==> src/tcpu_pkg.sv <==
// Shared types and constants for the tricritical contact process update block.
// Used by tcpu_ctrl, tcpu_dp and tricritical_contact_process_update_top.
// No dependencies.
package tcpu_pkg;

    localparam int TCPU_SIDE = 128;

    localparam int KIND_W    = 2;
    localparam int COORD_W   = 7;
    localparam int RAND_W    = 16;
    localparam int PROB_W    = 16;
    localparam int CFG_IDX_W = 1;

    localparam logic [KIND_W-1:0] KIND_UPDATE = 2'd0;
    localparam logic [KIND_W-1:0] KIND_WRITE  = 2'd1;
    localparam logic [KIND_W-1:0] KIND_READ   = 2'd2;

    localparam logic [CFG_IDX_W-1:0] CFG_BIRTH_PROB = 1'b0;
    localparam logic [CFG_IDX_W-1:0] CFG_PAIR_PROB  = 1'b1;

    localparam logic [PROB_W-1:0] BIRTH_PROB_RST = 16'd19595;
    localparam logic [PROB_W-1:0] PAIR_PROB_RST  = 16'd63570;

    // Cumulative thresholds in steps of 0.1666 for the six pair candidates.
    localparam int PAIR_THR_N = 5;
    localparam logic [RAND_W-1:0] PAIR_THR [PAIR_THR_N] =
        '{16'd10918, 16'd21836, 16'd32754, 16'd43673, 16'd54591};

    typedef struct packed {
        logic clear;
        logic capture;
        logic quot;
        logic reduce;
        logic site;
        logic nbr;
        logic finish;
    } tcpu_cmd_t;

    typedef struct packed {
        logic clear_last;
    } tcpu_status_t;

endpackage

==> src/tcpu_ctrl.sv <==
// Sequencing state machine of the contact process update block.
// Depends on tcpu_pkg; drives the command struct of tcpu_dp and the
// handshake signals of both channels.
module tcpu_ctrl
    import tcpu_pkg::*;
(
    input  logic         clk,
    input  logic         rst_n,
    input  logic         in_valid,
    output logic         in_stall,
    output logic         out_valid,
    input  logic         out_stall,
    input  tcpu_status_t status,
    output tcpu_cmd_t    cmd
);

    typedef enum logic [6:0] {
        ST_CLEAR  = 7'b0000001,
        ST_IDLE   = 7'b0000010,
        ST_QUOT   = 7'b0000100,
        ST_REDUCE = 7'b0001000,
        ST_SITE   = 7'b0010000,
        ST_NBR    = 7'b0100000,
        ST_DONE   = 7'b1000000
    } state_t;

    state_t state_reg;
    state_t state_next;
    logic   out_valid_reg;
    logic   out_valid_next;
    logic   out_hold;

    assign out_hold = out_valid_reg && out_stall;
    assign in_stall = (state_reg != ST_IDLE);
    assign out_valid = out_valid_reg;

    always_comb
    begin
        state_next = state_reg;
        cmd        = '0;
        unique case (state_reg)
            ST_CLEAR:
            begin
                cmd.clear = 1'b1;
                if (status.clear_last)
                begin
                    state_next = ST_IDLE;
                end
            end
            ST_IDLE:
            begin
                if (in_valid)
                begin
                    cmd.capture = 1'b1;
                    state_next  = ST_QUOT;
                end
            end
            ST_QUOT:
            begin
                cmd.quot   = 1'b1;
                state_next = ST_REDUCE;
            end
            ST_REDUCE:
            begin
                cmd.reduce = 1'b1;
                state_next = ST_SITE;
            end
            ST_SITE:
            begin
                cmd.site   = 1'b1;
                state_next = ST_NBR;
            end
            ST_NBR:
            begin
                cmd.nbr    = 1'b1;
                state_next = ST_DONE;
            end
            ST_DONE:
            begin
                // The result waits here while the previous one is still held.
                if (!out_hold)
                begin
                    cmd.finish = 1'b1;
                    state_next = ST_IDLE;
                end
            end
            default:
            begin
                state_next = ST_CLEAR;
            end
        endcase
    end

    always_comb
    begin
        if (cmd.finish)
        begin
            out_valid_next = 1'b1;
        end
        else if (out_stall)
        begin
            out_valid_next = out_valid_reg;
        end
        else
        begin
            out_valid_next = 1'b0;
        end
    end

    always_ff @(posedge clk or negedge rst_n)
    begin
        if (!rst_n)
        begin
            state_reg     <= ST_CLEAR;
            out_valid_reg <= 1'b0;
        end
        else
        begin
            state_reg     <= state_next;
            out_valid_reg <= out_valid_next;
        end
    end

endmodule

==> config.mk <==
export PLATFORM = sky130hd
export DESIGN_NAME = tcpu_ctrl
export DESIGN_NICKNAME = d
export VERILOG_FILES = /design/src/tcpu_pkg.sv /design/src/tcpu_ctrl.sv
export SDC_FILE = /design/constraint.sdc
export NUM_CORES = 1
export LEC_CHECK = 0
export BUFFER_PORTS_ARGS = -buffer_cell sky130_fd_sc_hd__buf_4
export CAP_MARGIN = 25
export CELL_PAD_IN_SITES_DETAIL_PLACEMENT = 0
export CELL_PAD_IN_SITES_GLOBAL_PLACEMENT = 1
export CORE_MARGIN = 1.5
export CORE_UTILIZATION = 35
export DETAILED_ROUTE_END_ITERATION = 8
export HOLD_SLACK_MARGIN = 0.05
export PLACE_DENSITY_LB_ADDON = 0.1
export SYNTH_ARGS = -nofsm -noshare
export SYNTH_HDL_FRONTEND = slang
export SYNTH_SLANG_ARGS = --single-unit
==> constraint.sdc <==
create_clock -name clk -period 2 [get_ports clk]
set_clock_uncertainty 0.2 [all_clocks]
set_input_delay 0.2 -clock clk [delete_from_list [all_inputs] [get_ports clk]]
set_output_delay 0.2 -clock clk [all_outputs]
set_load 0.01 [all_outputs]
Word level (Yosys, flattened, before mapping)
Cells that the tools add are included.
Widths: inputs -> output; s select.
- flip-flop bits (word level): 8
- input port bits: 5
- output and inout port bits: 9
- word-level logic and storage cells: 31
- equal/unequal tests: 12
- multiplexer cells: 15
- reductions and logical operators: 2
- operators with widths (operator ; number):
    $pmux 7 s7 ; 1
    $mux 7 ; 3
    $mux 1 ; 11
    $eq 7x1->1 const B ; 1
    $eq 7x2->1 const B ; 1
    $eq 7x3->1 const B ; 1
    $eq 7x4->1 const B ; 1
    $eq 7x5->1 const B ; 1
    $eq 7x6->1 const B ; 1
    $eq 7x7->1 const B ; 1
    $ne 7x2->1 const B ; 1
    $ne 2x2->1 const B ; 3
    $reduce_and 3->1 ; 1
    $ne 2x1->1 const B ; 1
    $logic_and 1x1->1 ; 1

Depth between registers and ports, before layout
- word-level depth: 4
- depth in mapped cells: 5
- gate-level depth less buffers: 5

Worst setup path before layout
OpenSTA, ideal clock, no wires.
- path kind: register to output
- from: register state_reg[5]
- to: output port cmd[4] in the netlist's numbering
- data arrival time: 1.219 ns
- required time: 1.600 ns
- setup slack: 0.381 ns
- cell stages (with the launch flop): 3
- buffers on the path: 0
- cell sequence: dfrtp_1 nor4_4 nor4bb_1
- RTL lines (element ; line ; source):
    start, declared ; tcpu_ctrl.sv:27 ; state_t state_reg;
    start signal, assigned ; tcpu_ctrl.sv:119 ; state_reg <= state_next;
    end, declared ; tcpu_ctrl.sv:14 ; output tcpu_cmd_t cmd

==> run metrics <==
run status finished clean; Worst IR Drop VDD around 560 uV; reported leakage power between 0.0003 and 0.0004 uW; primary flip-flop cell chosen by synthesis mapping dfrtp_1; switching portion of total power between 30% and 40%; EDFF count, synth 0; Fmax achieved approximately 510 MHz; number of nets at the end of the flow 75; max-cap violation count 0; sequential element share of the synthesized area roughly 43%; worst slew pin tran ~0.36 ns; via count of the first global-routing pass around 370; most frequently used cell type in the post-synthesis netlist dfrtp_1; leading cell types by total area after synthesis dfrtp_1 38%, nor4bb_1 6.5%, dfstp_2 5.6%, nor4_4 4.6%, and4b_1 4.3%; number of buffers added on ports 13; clock network fraction of total power roughly a fifth; number of failing hold endpoints at the final stage 0; Crit path arrival time 1.57 ns; Power Dens Cells 938 nW/um^2; final weighted congestion in routability-driven placement 0.770; clock tree from TritonCTS done; critical path endpoint category output port; worst setup path class reg -> out; proportion of synthesized area in mux cells 0%; clk sinks 8; compound-gate portion of the synthesized area between 10% and 20%; slack of the worst reg-to-reg path 0.25 ns; Mapped Area between 400 and 500 um^2; remaining max-slew budget at the tightest pin approximately three quarters; proportion of power drawn by flip-flops and latches between 30% and 40%; total cell area at the placement stage ~580 um^2; ranking of synthesized cells by instance count 7 x dfrtp_1, 4 x nor2_1; net switching power about 220 uW; Worst setup SP type flop; flip-flop and latch area 203 um^2; terminus of the critical flop-to-flop path state_reg[0]; number of filler instances in the final layout 112; area growth from synthesis to final layout 49.5%; depth of the worst register-to-register path 5; sum of net half-perimeters after detailed placement a little under 700 um; Antenna Cells 0; number of synthesized register bits 8; share of the cycle needed by the critical path after routing 98.4%; post-synth net total 48; violation count after the first detailed-route iteration 4; design internal power 429 uW; flip-flop count of the largest register, all copies and words added 7; total clock buffers created by CTS 3; DRC violation count after routing 0; Ports 14; average wire per standard cell around 13 um; Multi-input gate area 255 um^2; final worst path period need around 2 ns; Via-to-Cell Ratio approximately 5.2; number of placement rows 12; number of iterations in the first detailed-routing pass 2; core footprint between 1000 and 1500 um^2; die extent in x between 30 and 40 um; required time at the endpoint of the critical path about 1.6 ns; share of synthesized cell area in full adder, half adder and majority cells 0%; combinational family with the most area after synthesis simple AND/OR/NAND/NOR gates; worst hold slack approximately 0.090 ns; number of cells in the finished layout apart from fillers just over 80; wire length of the first global-routing pass roughly 1600 um; residual overflow from global routing 0; pre-CTS setup slack around 0.32 ns; Async SR Flop Fraction 100%; share of the synthesized area in the top cell type 37.6%; Starting Density 39.7%; maximum number of pins on one net before global-route repair 9; Worst R2R Start state_reg[0]; synth warn 0; cell type with the largest total area after synthesis dfrtp_1; power share of the combinational group between 40% and 50%; share of the synthesized netlist area taken by xor and xnor gates roughly 1.9%; number of levels in the clock H-tree 1; CTS Root Cell clkbuf_4; worst hold path type in -> async; fraction of layout instances using a drive strength above 1 between 40% and 50%; final setup fails 0; number of nets still failing antenna checks after routing 0; count of placed standard cells including taps 70; Critical Path Fanout Max 4; initial antenna violation count 0; Pins Over Slew Limit 0; Post-Route WL about 1100 um; Global Route Usage Sum ~17%; Max Root-Sink Buffers 2; die footprint ~1600 um^2; height of the die 39.5 um; final core utilization 59.4%; cell count after synthesis 43; Cell variety after synth 24; clock-pin slew on the worst setup and hold paths about 0.06 ns; post-layout instance area roughly 700 um^2; Vias approximately 430; synthesized area divided by synthesized cell count about 11 um^2; RSZ-0062 raised after global routing yes; least setup slack across all paths after layout ~0.031 ns; simple logic cell fraction of the synthesized area around two fifths; clock latency on the worst-skew pair between 0.2 and 0.3 ns
## cell usage in the layout (no fill, tap or decap)
| cell type | n |
|---|---|
| xor2_1 | 1 |
| and2_1 | 3 |
| buf_4 | 18 |
| nor3_2 | 1 |
| nor4b_1 | 1 |
| inv_2 | 1 |
| dfrtp_2 | 1 |
| nor4_4 | 1 |
| a21oi_1 | 3 |
| nor2b_1 | 1 |
| nand3_1 | 2 |
| clkbuf_4 | 3 |
| clkbuf_1 | 1 |
| o21bai_1 | 1 |
| and3_4 | 1 |
| a311o_1 | 1 |
| and4b_1 | 2 |
| dfrtp_1 | 6 |
| nor2_1 | 4 |
| nand2_1 | 3 |
| nand4b_1 | 1 |
| nor4bb_2 | 1 |
| o221a_1 | 1 |
| dlygate4sd3_1 | 4 |
| o211ai_2 | 1 |
| nor4bb_1 | 2 |
| inv_1 | 1 |
| dfstp_2 | 1 |
| and4bb_2 | 1 |
| buf_6 | 1 |
## power by group through the flow
stage / Combinational, uW / Clock, uW / Sequential [uW]
after floorplan: 177 / 0 / 226
final: 281 / 138 / 234
after global placement: 263 / 0 / 230
after global routing: 304 / 156 / 240
after CTS: 271 / 140 / 231
after detailed placement: 263 / 0 / 234
## critical path, stage by stage (launching register included)
cell and delay (ns):
dfrtp_2 0.44, nor4_4 0.34, buf_4 0.17, and4bb_2 0.25, buf_6 0.11
## cells by family (layout without fill, tap and decap cells)
kind of cell    after synthesis  in the layout
simple gates                 24             24
compound gates                7              7
flops                         8              8
buf+inv                       3             29
xor+xnor                      1              1
## per-stage QoR
stage               power (uW)  TNS, ns
floorplan                  403        0
global placement           493        0
detailed placement         497        0
CTS                        643        0
global route               700   -0.101
finish                     653        0
## repair_timing
item,CTS,global route
buffers inserted,0,5
endpoints found under the setup margin,0,5
hold buffers,4,0
endpoints found under the hold margin,12,0
gates resized for setup,0,3
## how the worst max path moves through the flow
stage                     slack, ns          from  depth (start not counted)     end
after detailed placement       0.32  state_reg[4]                          4  cmd[5]
after floorplan                0.38  state_reg[5]                          2  cmd[4]
after CTS                      0.02  state_reg[4]                          4  cmd[5]
after global placement         0.32  state_reg[4]                          3  cmd[4]
final                          0.03  state_reg[4]                          4  cmd[3]
after global routing          -0.05  state_reg[4]                          4  cmd[3]
## cell type report
type / instances / area share, %
clock buffer: 4 / 3.78
inverter: 2 / 1.08
multi-input combinational: 32 / 36.7
sequential: 8 / 29.1
tap: 14 / 2.52
timing repair buffer: 23 / 26.8
## per-layer routing
layer | wire [um] | vias up | track usage (%)
met5 | 0 | - | 0
met4 | 15 | 0 | 10.3
met3 | 45 | 2 | 6.82
met2 | 539 | 12 | 23.8
met1 | 483 | 203 | 21.1
li1 | - | 217 | -
(Power assumes the default switching activity.)
